**config.mk**
```make
export PLATFORM = sky130hd
export DESIGN_NAME = uart_tx_rx_ring_buffer_top
export DESIGN_NICKNAME = d
export VERILOG_FILES = /design/src/rtl/urb_pkg.sv /design/src/rtl/urb_ctrl.sv /design/src/rtl/urb_dpath.sv /design/src/rtl/uart_tx_rx_ring_buffer_top.sv
export SDC_FILE = /design/constraint.sdc
export NUM_CORES = 1
export LEC_CHECK = 0
export BUFFER_PORTS_ARGS = -buffer_cell sky130_fd_sc_hd__buf_2
export CAP_MARGIN = 20
export CORE_ASPECT_RATIO = 2
export CORE_MARGIN = 8
export CORE_UTILIZATION = 56
export DETAILED_ROUTE_END_ITERATION = 10
export GPL_TIMING_DRIVEN = 0
export PLACE_DENSITY_LB_ADDON = 0.15
export SLEW_MARGIN = 15
export SYNTH_ARGS = -nofsm -noshare
export SYNTH_HDL_FRONTEND = slang
export SYNTH_SLANG_ARGS = --single-unit
```
**constraint.sdc**
```tcl
create_clock -name clock -period 2.8 [get_ports clock]
set_clock_uncertainty 0.2 [all_clocks]
set_input_delay 0 -clock clock [delete_from_list [all_inputs] [get_ports clock]]
set_output_delay 0 -clock clock [all_outputs]
set_load 0.01 [all_outputs]
```
**src/rtl/urb_pkg.sv**
```systemverilog
// urb_pkg: shared types, codes and sizing for the buffered UART ring block.
// No dependencies; imported by every module under rtl.
`timescale 1ns / 1ps
package urb_pkg;

   localparam int SLOTS = 32;
   localparam int PTR_W = (SLOTS > 1) ? $clog2(SLOTS) : 1;

   localparam logic [1:0] ACT_PUSH  = 2'd0;
   localparam logic [1:0] ACT_READ  = 2'd1;
   localparam logic [1:0] ACT_TXRDY = 2'd2;
   localparam logic [1:0] ACT_RECV  = 2'd3;

   localparam logic [1:0] ST_OK      = 2'd0;
   localparam logic [1:0] ST_TXFULL  = 2'd1;
   localparam logic [1:0] ST_RXEMPTY = 2'd2;
   localparam logic [1:0] ST_OVERRUN = 2'd3;

   typedef struct packed {
      logic [1:0] action;
      logic [7:0] data_byte;
   } req_type;

   typedef struct packed {
      logic [1:0] status;
      logic [7:0] read_byte;
      logic       line_send;
      logic [7:0] line_byte;
      logic       tx_busy;
   } rsp_type;

   typedef struct packed {
      logic exec;
      logic load;
   } cmd_type;

   function automatic logic [PTR_W-1:0] next_pos(input logic [PTR_W-1:0] p);
      logic [PTR_W-1:0] last;
      last = PTR_W'(SLOTS - 1);
      return (p == last) ? '0 : p + 1'b1;
   endfunction

endpackage

```
**src/rtl/urb_ctrl.sv**
```systemverilog
// urb_ctrl: handshake sequencer (accept, load result, hold result).
// Depends on urb_pkg for the command struct.
`timescale 1ns / 1ps
module urb_ctrl (
   input  logic             clock,
   input  logic             reset,
   input  logic             req_valid,
   output logic             req_ready,
   output logic             rsp_valid,
   input  logic             rsp_ready,
   output urb_pkg::cmd_type cmd
);
   import urb_pkg::*;

   typedef enum logic [2:0] {
      S_IDLE = 3'b001,
      S_LOAD = 3'b010,
      S_SEND = 3'b100
   } state_type;

   state_type state_ff, state_in;

   always_comb begin
      state_in = state_ff;
      case (state_ff)
         S_IDLE: if (req_valid) state_in = S_LOAD;
         S_LOAD: state_in = S_SEND;
         S_SEND: if (rsp_ready) state_in = S_IDLE;
         default: state_in = S_IDLE;
      endcase
   end

   always_ff @(posedge clock) begin
      if (reset) state_ff <= S_IDLE;
      else       state_ff <= state_in;
   end

   assign req_ready = (state_ff == S_IDLE);
   assign rsp_valid = (state_ff == S_SEND);
   assign cmd.exec  = req_valid && (state_ff == S_IDLE);
   assign cmd.load  = (state_ff == S_LOAD);

endmodule

```
**src/rtl/urb_dpath.sv**
```systemverilog
// urb_dpath: tx/rx ring memories, positions, transmit flag and result register.
// Depends on urb_pkg for types, codes and next_pos.
`timescale 1ns / 1ps
module urb_dpath (
   input  logic             clock,
   input  logic             reset,
   input  urb_pkg::cmd_type cmd,
   input  urb_pkg::req_type req_data,
   output urb_pkg::rsp_type rsp_data
);
   import urb_pkg::*;

   logic [7:0] tx_mem [SLOTS];
   logic [7:0] rx_mem [SLOTS];

   logic [PTR_W-1:0] tx_wp_ff, tx_wp_in, tx_rp_ff, tx_rp_in;
   logic [PTR_W-1:0] rx_wp_ff, rx_wp_in, rx_rp_ff, rx_rp_in;
   logic             active_ff, active_in;

   logic [1:0] status_ff, status_in;
   logic       take_rx_ff, take_rx_in;
   logic       send_ff, send_in;
   logic       take_tx_ff, take_tx_in;
   logic [7:0] byte_ff;
   logic [7:0] tx_rd_ff, rx_rd_ff;
   logic       tx_we, rx_we;
   rsp_type    rsp_ff, rsp_in;

   logic tx_full, tx_empty, rx_full, rx_empty;

   assign tx_full  = (next_pos(tx_wp_ff) == tx_rp_ff);
   assign tx_empty = (tx_rp_ff == tx_wp_ff);
   assign rx_full  = (next_pos(rx_wp_ff) == rx_rp_ff);
   assign rx_empty = (rx_rp_ff == rx_wp_ff);

   always_comb begin
      tx_wp_in   = tx_wp_ff;
      tx_rp_in   = tx_rp_ff;
      rx_wp_in   = rx_wp_ff;
      rx_rp_in   = rx_rp_ff;
      active_in  = active_ff;
      status_in  = ST_OK;
      take_rx_in = 1'b0;
      send_in    = 1'b0;
      take_tx_in = 1'b0;
      tx_we      = 1'b0;
      rx_we      = 1'b0;
      case (req_data.action)
         ACT_PUSH: begin
            if (tx_full) begin
               status_in = ST_TXFULL;
            end else begin
               tx_we    = 1'b1;
               tx_wp_in = next_pos(tx_wp_ff);
               if (!active_ff) begin
                  // idle transmitter has an empty ring: the pushed byte goes out now
                  active_in = 1'b1;
                  send_in   = 1'b1;
                  tx_rp_in  = next_pos(tx_rp_ff);
               end
            end
         end
         ACT_READ: begin
            if (rx_empty) begin
               status_in = ST_RXEMPTY;
            end else begin
               take_rx_in = 1'b1;
               rx_rp_in   = next_pos(rx_rp_ff);
            end
         end
         ACT_TXRDY: begin
            if (tx_empty) begin
               active_in = 1'b0;
            end else begin
               send_in    = 1'b1;
               take_tx_in = 1'b1;
               tx_rp_in   = next_pos(tx_rp_ff);
            end
         end
         ACT_RECV: begin
            if (rx_full) begin
               status_in = ST_OVERRUN;
            end else begin
               rx_we    = 1'b1;
               rx_wp_in = next_pos(rx_wp_ff);
            end
         end
         default: status_in = ST_OK;
      endcase
   end

   always_ff @(posedge clock) begin
      if (reset) begin
         tx_wp_ff  <= '0;
         tx_rp_ff  <= '0;
         rx_wp_ff  <= '0;
         rx_rp_ff  <= '0;
         active_ff <= 1'b0;
      end else if (cmd.exec) begin
         tx_wp_ff  <= tx_wp_in;
         tx_rp_ff  <= tx_rp_in;
         rx_wp_ff  <= rx_wp_in;
         rx_rp_ff  <= rx_rp_in;
         active_ff <= active_in;
      end
   end

   always_ff @(posedge clock) begin
      if (cmd.exec) begin
         status_ff  <= status_in;
         take_rx_ff <= take_rx_in;
         send_ff    <= send_in;
         take_tx_ff <= take_tx_in;
         byte_ff    <= req_data.data_byte;
      end
   end

   always_ff @(posedge clock) begin
      if (cmd.exec && tx_we) tx_mem[tx_wp_ff] <= req_data.data_byte;
      if (cmd.exec)          tx_rd_ff <= tx_mem[tx_rp_ff];
   end

   always_ff @(posedge clock) begin
      if (cmd.exec && rx_we) rx_mem[rx_wp_ff] <= req_data.data_byte;
      if (cmd.exec)          rx_rd_ff <= rx_mem[rx_rp_ff];
   end

   always_comb begin
      rsp_in.status    = status_ff;
      rsp_in.read_byte = take_rx_ff ? rx_rd_ff : 8'd0;
      rsp_in.line_send = send_ff;
      rsp_in.line_byte = !send_ff ? 8'd0 : (take_tx_ff ? tx_rd_ff : byte_ff);
      rsp_in.tx_busy   = active_ff;
   end

   always_ff @(posedge clock) begin
      if (cmd.load) rsp_ff <= rsp_in;
   end

   assign rsp_data = rsp_ff;

endmodule

```
**src/rtl/uart_tx_rx_ring_buffer_top.sv**
```systemverilog
// uart_tx_rx_ring_buffer_top: buffered UART tx/rx rings, top level.
// Depends on urb_pkg, urb_ctrl and urb_dpath.
//
//   channel | ports                       | payload
//   req     | req_valid, req_ready        | req_data  (action, data_byte)
//   rsp     | rsp_valid, rsp_ready        | rsp_data  (status, read_byte,
//           |                             |  line_send, line_byte, tx_busy)
//
// One transfer in, one transfer out: each item passes accept, load and present,
// the load step covering the registered read of the ring memories.
// Synchronous reset empties both rings and clears the transmit flag.
// req_ready drops from acceptance until the result transfer completes;
// rsp stalls simply hold the result register.
`timescale 1ns / 1ps
module uart_tx_rx_ring_buffer_top (
   input  logic             clock,
   input  logic             reset,
   input  logic             req_valid,
   output logic             req_ready,
   input  urb_pkg::req_type req_data,
   output logic             rsp_valid,
   input  logic             rsp_ready,
   output urb_pkg::rsp_type rsp_data
);
   import urb_pkg::*;

   cmd_type cmd;

   urb_ctrl u_ctrl (
      .clock     (clock),
      .reset     (reset),
      .req_valid (req_valid),
      .req_ready (req_ready),
      .rsp_valid (rsp_valid),
      .rsp_ready (rsp_ready),
      .cmd       (cmd)
   );

   urb_dpath u_dpath (
      .clock    (clock),
      .reset    (reset),
      .cmd      (cmd),
      .req_data (req_data),
      .rsp_data (rsp_data)
   );

endmodule

```
Word level (Yosys, flattened, before mapping)
Memory sizes are Yosys's and may differ from the RTL's. A register that Yosys moved wholly into a read port is not among the register bits.
Index checks and enable logic that the tools add are counted.
{"block": "op_classes", "add_sub_neg": 4, "mux": 32, "n_eq_ne": 20, "reduce_logical": 11, "bitwise": 3}
{"op": "5-bit two-way mux", "count": 7}
{"op": "5-bit by 1-bit adder with 5-bit output (second input constant)", "count": 4}
{"op": "5-bit equality test", "count": 4}
{"op": "5-bit equality test (second input constant)", "count": 4}
{"op": "1-bit two-way mux", "count": 15}
{"op": "5-bit case mux with 2 select lines", "count": 1}
{"op": "3-bit case mux with 3 select lines", "count": 1}
{"op": "3-bit AND reduction", "count": 3}
{"op": "8-bit two-way mux", "count": 1}
{"op": "2-bit inequality test (second input constant)", "count": 4}
{"op": "3-bit two-way mux", "count": 2}
{"op": "2-bit case mux with 3 select lines", "count": 1}
{"op": "5-bit AND reduction", "count": 1}
{"op": "2-bit equality test (second input constant)", "count": 2}
{"op": "2-bit two-way mux", "count": 2}
{"op": "2-bit by 1-bit inequality test with 1-bit output (second input constant)", "count": 2}
{"op": "1-bit case mux with 2 select lines", "count": 2}
{"op": "4-bit AND reduction", "count": 1}
{"op": "3-bit by 1-bit equality test with 1-bit output (second input constant)", "count": 1}
{"op": "3-bit by 2-bit equality test with 1-bit output (second input constant)", "count": 1}
{"op": "3-bit equality test (second input constant)", "count": 1}
{"op": "1-bit logical AND", "count": 3}
{"op": "1-bit NOT", "count": 3}
{"op": "2-bit by 1-bit equality test with 1-bit output (second input constant)", "count": 1}
{"op": "other kinds (3)", "count": 3}
{"block": "totals", "out_inout_bits": 22, "n_memories": 2, "in_bits": 14, "ff_bits": 57, "ram_bits": 512, "word_cells": 88}
{"memory": "u_dpath.rx_mem", "depth": 32, "width": 8, "rd": 1, "rd_ports_with_merged_regs": 1, "write_ports": 1, "line": "urb_dpath.sv:14", "rtl": "logic [7:0] rx_mem [SLOTS];"}
{"memory": "u_dpath.tx_mem", "depth": 32, "width": 8, "rd": 1, "rd_ports_with_merged_regs": 1, "write_ports": 1, "line": "urb_dpath.sv:13", "rtl": "logic [7:0] tx_mem [SLOTS];"}

Logic depth before layout (Yosys ltp)
Gate-level depths: netlist of run 1.
{"block": "depth", "depth_word": 8, "ltp_mapped": 11, "depth_no_buf": 9}

Modules after synthesis
Synthesis of run 1 repeated with hierarchy kept, for this count alone.
{"block": "unflattened", "hier_cells": 1108, "hier_area_um2": 23248.5}
{"module": "urb_dpath", "cells_each": 1092, "area_per_inst_um2": 23093.4, "instances": 1, "seq_area_each_um2": 17266.6}
{"module": "urb_ctrl", "cells_each": 16, "area_per_inst_um2": 155.1, "instances": 1, "seq_area_each_um2": 60.1}

Least setup slack after synthesis of run 1
No wires, ideal clock.
{"block": "synth_timing", "path_type": "register -> register", "start": "register u_dpath.tx_wp_ff[2]", "end": "memory u_dpath.tx_mem[15][0], enable pin", "t_arrival_ns": 2.469, "path_slack_ns": -0.239, "required_ns": 2.230, "stages_incl_launch_ff": 11, "n_path_buf": 3, "synth_period_minus_slack_ns": 3.039, "setup_ns": 0.370, "cell_sequence": "dfxtp_1 buf_2 clkbuf_1 and3_1 ha_1 clkbuf_1 nor2b_1 mux2i_1 xnor2_2 o211ai_1 nor2_1"}
{"block": "synth_between", "elab_chain_cells": 8, "elab_cells_between_ends": 9, "cone_classes": "add/sub (1); eq/ne (2); mux (5); reduce/logical (1)"}
{"element": "start, declared", "line": "urb_dpath.sv:16", "rtl": "logic [PTR_W-1:0] tx_wp_ff, tx_wp_in, tx_rp_ff, tx_rp_in;"}
{"element": "start signal, assigned", "line": "urb_dpath.sv:100", "rtl": "tx_wp_ff <= tx_wp_in;"}
{"element": "5-bit by 1-bit adder with 5-bit output / 5-bit equality test (equally long branches)", "line": "urb_pkg.sv:40", "rtl": "return (p == last) ? '0 : p + 1'b1;"}
{"element": "5-bit two-way mux", "line": "urb_pkg.sv:40"}
{"element": "5-bit equality test", "line": "urb_dpath.sv:31", "rtl": "assign tx_full = (next_pos(tx_wp_ff) == tx_rp_ff);"}
{"element": "1-bit two-way mux", "line": "urb_dpath.sv:50", "rtl": "if (tx_full) begin"}
{"element": "1-bit two-way mux", "line": "urb_dpath.sv:48", "rtl": "case (req_data.action)"}
{"element": "1-bit logical AND", "line": "urb_dpath.sv:119", "rtl": "if (cmd.exec && tx_we) tx_mem[tx_wp_ff] <= req_data.data_byte;"}
{"element": "1-bit two-way mux", "line": "urb_dpath.sv:119"}
{"element": "1-bit two-way mux (implied by the code)", "line": "urb_dpath.sv:119"}
{"element": "end, declared", "line": "urb_dpath.sv:13"}
Parallel ways exist; a longest one is shown, timed or not.

Worst setup path after layout of run 1
{"block": "layout_timing", "start": "register u_dpath.tx_wp_ff[0]", "end": "memory u_dpath.tx_mem[15][4], enable pin"}
The elaborated chain is that of the path after synthesis.

==> metrics, run 1 <==
fin. max-slew vios 0; Post-Synthesis Cells 1093; Clk Latency, worst-skew pair 0.58 ns; RR Startpoint u_dpath.tx_wp_ff[0]; Yosys warning count 0; DP HPWL 34000 µm; Reg-to-Reg End u_dpath.tx_mem[15][4]; Max Cap Viol 0; final setup vio count 0; FF+latch area 17300 µm²; DP Worst Slack -1.03 ns; CP Launch Type register; FILL cells 2718; CTS clk-pin slew, worst paths 0.07 ns; Post-Route Utilization 0.661; Seq cells post-synth 585; Most common cell on crit path ha_4; crit path max-delay cell type o211ai_1; status completed; num rows 105; CTS HTree Levels 2; area of the core 41000 µm²; design area 27100 µm²; LEAKAGE 8.49 nW; WP data arrival 2.84 ns; synthesized area per cell 21.2 µm²; Total Power 17.3 mW; CTS max path bufs 3; share of cells above drive strength 1 0.372; CTS tree done; Via-to-Cell Ratio 6.02; Max stage delay on crit path 0.38 ns; Detailed Route WL 49600 µm; Slew Limit Headroom 0.378; PD cells 637 nW/µm²; die width 160 µm; critical path startpoint u_dpath.tx_wp_ff[0]; total track usage 0.206; CP cell instances ha_4 > and3_4 > ha_4 > xor2_1 > nor2_1 > nand4_1 > o211ai_1 > buf_4 > nor2_4; drt initial violations 657; Area after DPL 24300 µm²; number of CTS-inserted buffers 47; routed len/inst 27.4 µm; CTS sink cnt 585; min Tclk post-route 2.73 ns; largest net degree at the start of global routing 66; vias in the first global route 11845; clk root buf clkbuf_16; Worst Path Class, Setup register to register; critical path capture point type register; RSZ-0062 raised after global routing yes; reg-to-reg slack, setup 0.07 ns; TNS Setup 0 ns; Fin. Hold Viols 0; IO Pins 36; ys async rst share 0; # diodes 0; final worst slack 0.0657 ns; antenna viol nets, final 0; Buffers on Ports 34; register area share after synthesis 0.748; routed vias 10887; DIE AREA 48500 µm²; fin crit share 0.977; global-route wire length before repair 73900 µm; chip height 304 µm; Starting Density 0.565; Slew @ Worst Pin 0.933 ns; f_max 366 MHz; DRT Pass-1 Iters 4; Area Overhead vs Synth 16.9%; worst r2r path cells 9; GPL Wtd Cong 0.872; Worst EP required 2.90 ns; worst-path fanout max 8; DRC Markers 0; grt ovf 0; Non-Filler Instances 1809; ys flop type edfxtp_1; placed cell count 1667; Netlist Area Pre-Place 23200 µm²; HP Class primary input to register; syn_nets 1121; final hold slack 0.0704 ns; Nets 1266; Worst IR Drop VDD 0.593 mV; number of enable flip-flop cells after synthesis 561; Multi-input gate area 6070 µm²; initial antenna violation count 0; crit path capture u_dpath.tx_mem[15][4]; post-synth cell types 56
==> cell type report <==
class	instances	share of cell area
clock inverter	30	0.0148
clock buffer	55	0.0453
timing repair inverter	1	0.000323
sequential	585	0.640
timing repair buffer	101	0.0337
buffer	55	0.0145
inverter	9	0.00222
tap	535	0.0247
multi-input combinational	438	0.224
==> placed cells by master, fill, tap and decap left out, drive strengths merged, types with 5 or more instances in the layout <==
master       count
edfxtp         561
mux4           160
buf            120
clkbuf          77
nor2            59
and3            38
dfxtp           24
mux2i           17
mux2            16
clkinv          15
dlygate4sd3     14
o21ai           14
ha              14
xnor2           11
inv             11
nor2b           10
bufinv          10
xor2            10
nand2            9
and2             8
nor3             7
nand3            6
a21oi            6
or3              6
o211ai           5
==> power by group <==
| group | total, mW | switching, mW | leakage (nW) | internal [mW] |
|---|---|---|---|---|
| sequential | 9.65 | 0.0231 | 5.26 | 9.63 |
| clock | 6.99 | 2.99 | 0.781 | 3.99 |
| combinational | 0.621 | 0.370 | 2.45 | 0.251 |
| total | 17.3 | 3.39 | 8.49 | 13.9 |
==> critical path: cells and delay by family (launching register included) <==
kind	cells	cell delay (ns)
AO/OA/AOI/OAI	1	0.38
XOR/XNOR	1	0.14
adder cells (fa/ha/maj)	2	0.40
buffers and inverters	1	0.28
flip-flops	1	0.37
AND/OR/NAND/NOR	4	0.69
==> registers in the layout, indices dropped and copies added, names as in the netlist <==
name                flops
u_dpath.take_tx_ff      1
u_dpath.send_ff         1
u_dpath.rx_rp_ff        5
u_dpath.tx_rd_ff        8
u_dpath.rx_wp_ff        5
u_dpath.tx_wp_ff        5
u_dpath.byte_ff         8
u_dpath.active_ff       1
u_dpath.tx_rp_ff        5
u_dpath.rx_rd_ff        8
u_dpath.tx_mem        256
u_dpath.rx_mem        256
u_dpath.rsp_data       20
u_dpath.take_rx_ff      1
u_dpath.status_ff       2
u_ctrl.state_ff         3
==> routing by layer <==
| metal | up-vias | GRT usage | routed length [µm] |
|---|---|---|---|
| met2 | 266 | 0.410 | 29400 |
| met3 | 111 | 0.0241 | 1550 |
| met5 | - | 0 | 0 |
| li1 | 4816 | - | - |
| met1 | 5694 | 0.199 | 15900 |
| met4 | 0 | 0.111 | 2820 |
==> Yosys cell counts, drive strengths merged, types with 2 or more instances <==
library cell    n  share of area
or3             6         0.0016
nor2           59         0.0097
or4             2        0.00065
o211ai          5         0.0016
a32o            2        0.00086
a31oi           4         0.0011
buf            34         0.0075
mux4          160           0.16
edfxtp        561           0.73
ha             14         0.0076
and3b           2        0.00076
nor2b          10         0.0027
or4b            2        0.00086
dfxtp          24          0.021
nand3b          3        0.00097
o311ai          2         0.0015
nand4           2        0.00054
nand2           9         0.0015
nor4b           2        0.00076
nor3            7         0.0015
mux2i          17         0.0073
a21oi           6         0.0013
and2            8         0.0022
clkbuf         27         0.0044
xnor2          11         0.0045
xor2           10         0.0038
o21a            2        0.00065
nor3b           4         0.0015
inv             9         0.0015
mux2           16         0.0078
nand3           6         0.0013
nand2b          3        0.00081
and3           38          0.010
o21ai          14         0.0032
==> repair_timing <==
action	CTS	global route
cloned	0	2
endpoints found under the hold margin	120	455
setup endpoints to repair	540	523
pin swaps	28	17
hold buffers	7	7
setup buffers	34	16
gates resized for setup	145	28
==> how the worst min path moves through the flow <==
stage | start | to | slack [ns] | cells past startpoint
2_1_floorplan | req_data[0] | u_dpath.byte_ff[0] | -0.10 | 0
3_3_place_gp | req_valid | u_ctrl.state_ff[1] | 0.09 | 3
3_5_place_dp | req_valid | u_ctrl.state_ff[1] | 0.10 | 3
4_1_cts | req_data[6] | u_dpath.byte_ff[6] | 0.007 | 1
5_1_grt | req_valid | u_ctrl.state_ff[1] | 0.08 | 4
6_report | req_valid | u_ctrl.state_ff[1] | 0.07 | 4
==> kinds of logic (layout without fill, tap and decap cells) <==
| kind of cell | count (synthesis) | after routing | synth area share |
|---|---|---|---|
| compound gates | 43 | 43 | 0.0137 |
| xor+xnor | 21 | 21 | 0.00826 |
| fa+ha+maj | 14 | 14 | 0.00756 |
| buf+inv | 70 | 251 | 0.0134 |
| flops | 585 | 585 | 0.748 |
| mux | 193 | 193 | 0.171 |
| simple gates | 167 | 167 | 0.0389 |
(Power assumes the default switching activity.)
==> run 2, diff against run 1 <==
- CTS_BUF_LIST: default -> sky130_fd_sc_hd__clkbuf_16
==> run 2 against run 1 <==
Effect of this change: die area did not move; cell count unchanged; hold slack hardly changed; core utilization unchanged; highest routed layer unchanged; critical endpoint unchanged; maximum frequency about the same.
==> metrics, run 2 (synthesis results as in run 1) <==
status completed; die width 160 µm; Most common cell on crit path ha_4; Clk Latency, worst-skew pair 0.58 ns; placed cell count 1667; global-route wire length before repair 73900 µm; worst-path fanout max 8; PD cells 636 nW/µm²; Worst EP required 2.90 ns; Buffers on Ports 34; clk root buf clkbuf_16; CP cell instances ha_4 > and3_4 > ha_4 > xor2_1 > nor2_1 > nand4_1 > o211ai_1 > buf_4 > nor2_4; # diodes 0; critical path capture point type register; DP Worst Slack -1.03 ns; CTS clk-pin slew, worst paths 0.07 ns; Nets 1266; Combinational Power Share 0.036; most common cell after layout, fill and taps aside edfxtp_1; chip height 304 µm; DRC Markers 0; largest net degree at the start of global routing 66; DRT Pass-1 Iters 4; Fin. Hold Viols 0; CP Launch Type register; area of the core 41000 µm²; Worst Path Class, Setup register to register; Starting Density 0.565; CP top delay family simple AND/OR/NAND/NOR gates; Clk pwr share 0.404; routed vias 10882; CTS tree done; total track usage 0.206; LEAKAGE 8.52 nW; min Tclk post-route 2.74 ns; num rows 105; Non-Filler Instances 1809; fin. max-slew vios 0; Slew @ Worst Pin 0.933 ns; final setup vio count 0; Via-to-Cell Ratio 6.02; CTS max path bufs 3; initial antenna violation count 0; number of CTS-inserted buffers 47; crit path buf inv count 1; WP data arrival 2.84 ns; RSZ-0062 raised after global routing yes; Total Power 17.2 mW; Detailed Route WL 49600 µm; final worst slack 0.0639 ns; drt initial violations 662; crit path max-delay cell type o211ai_1; share of power burned in registers 0.560; antenna viol nets, final 0; f_max 365 MHz; DIE AREA 48500 µm²; Switching Share 0.197; reg-to-reg slack, setup 0.06 ns; CTS HTree Levels 2; Int Power 13.8 mW; most frequent cells in the layout edfxtp_1 (561), mux4_2 (160), buf_4 (54), clkbuf_16 (49), nor2_4 (36); Slew Limit Headroom 0.378; Max stage delay on crit path 0.38 ns; Max Cap Viol 0; share of cells above drive strength 1 0.372; grt ovf 0; routed len/inst 27.4 µm; CTS sink cnt 585; Psw 3.39 mW; IO Pins 36; DP HPWL 34000 µm; HP Class primary input to register; Area Overhead vs Synth 16.9%; vias in the first global route 11845; fin crit share 0.977; Worst IR Drop VDD 0.594 mV; GPL Wtd Cong 0.872
## run 2: changes by cell type in the layout (fill, tap and decap cells not counted)
cell and change:
clkbuf_1 -7, inv_1 +7
## run 2: worst paths after layout
| check | startpoint | endpoint | cells past startpoint |
|---|---|---|---|
| hold reg to reg | u_dpath.status_ff[0] | u_dpath.rsp_data[18] | 0 |
| setup reg to reg | u_dpath.tx_wp_ff[0] | u_dpath.tx_mem[15][4] | 9 |
| setup / recovery | u_dpath.tx_wp_ff[0] | u_dpath.tx_mem[15][4] | 9 |
| hold / removal | req_valid | u_ctrl.state_ff[1] | 4 |
## run 2: per-stage QoR
step | TNS (ns) | util | cell area [µm²] | hold WS [ns]
after global placement | -330.97 | 0.591 | 24200 | 0.0902
after floorplan | -20.16 | - | 23400 | -0.101
after CTS | 0 | 0.655 | 26900 | 0.00694
after detailed placement | -299.31 | 0.592 | 24300 | 0.102
after global routing | -0.000587 | 0.661 | 27100 | 0.0781
final | 0 | 0.661 | 27100 | 0.0700
## run 2: per-layer routing
metal / vias to the layer above / global-route usage / share of wire
li1: 4813 / - / -
met1: 5686 / 0.199 / 0.32
met2: 273 / 0.410 / 0.59
met3: 110 / 0.0241 / 0.031
met4: 0 / 0.111 / 0.057
met5: - / 0 / 0
## run 2: area by class of cell
| cell class | count | area (µm²) |
|---|---|---|
| multi-input cells | 438 | 6070 |
| repair buffers | 101 | 912 |
| well taps | 535 | 669 |
| flip-flops and latches | 585 | 17300 |
| fillers | 2718 | 13900 |
| clock inverters | 37 | 427 |
| clock buffers | 48 | 1200 |
| repair inverters | 1 | 8.76 |
| plain buffers | 55 | 392 |
| inverters | 9 | 60.1 |
## run 2: worst register-to-register path, stage by stage (launching register included)
cell,delay [ns]
dfxtp_4,0.37
ha_4,0.16
and3_4,0.15
ha_4,0.24
xor2_1,0.14
nor2_1,0.20
nand4_1,0.24
o211ai_1,0.38
buf_4,0.28
nor2_4,0.10
## run 2: what timing repair did
| action | in CTS | in global routing |
|---|---|---|
| hold endpoints to repair | 120 | 455 |
| endpoints found under the setup margin | 540 | 523 |
| hold buffers | 7 | 7 |
| pin swaps | 28 | 17 |
| cloned | 0 | 2 |
| setup buffers | 34 | 16 |
| resized for setup | 145 | 28 |
## run 2: power groups by stage
stage / sequential (mW) / combinational, mW / clock (mW)
floorplan: 9.85 / 0.287 / 0
global placement: 9.85 / 0.511 / 0
detailed placement: 9.86 / 0.534 / 0
CTS: 9.66 / 0.592 / 7.07
global route: 9.65 / 0.666 / 7.36
finish: 9.65 / 0.621 / 6.96
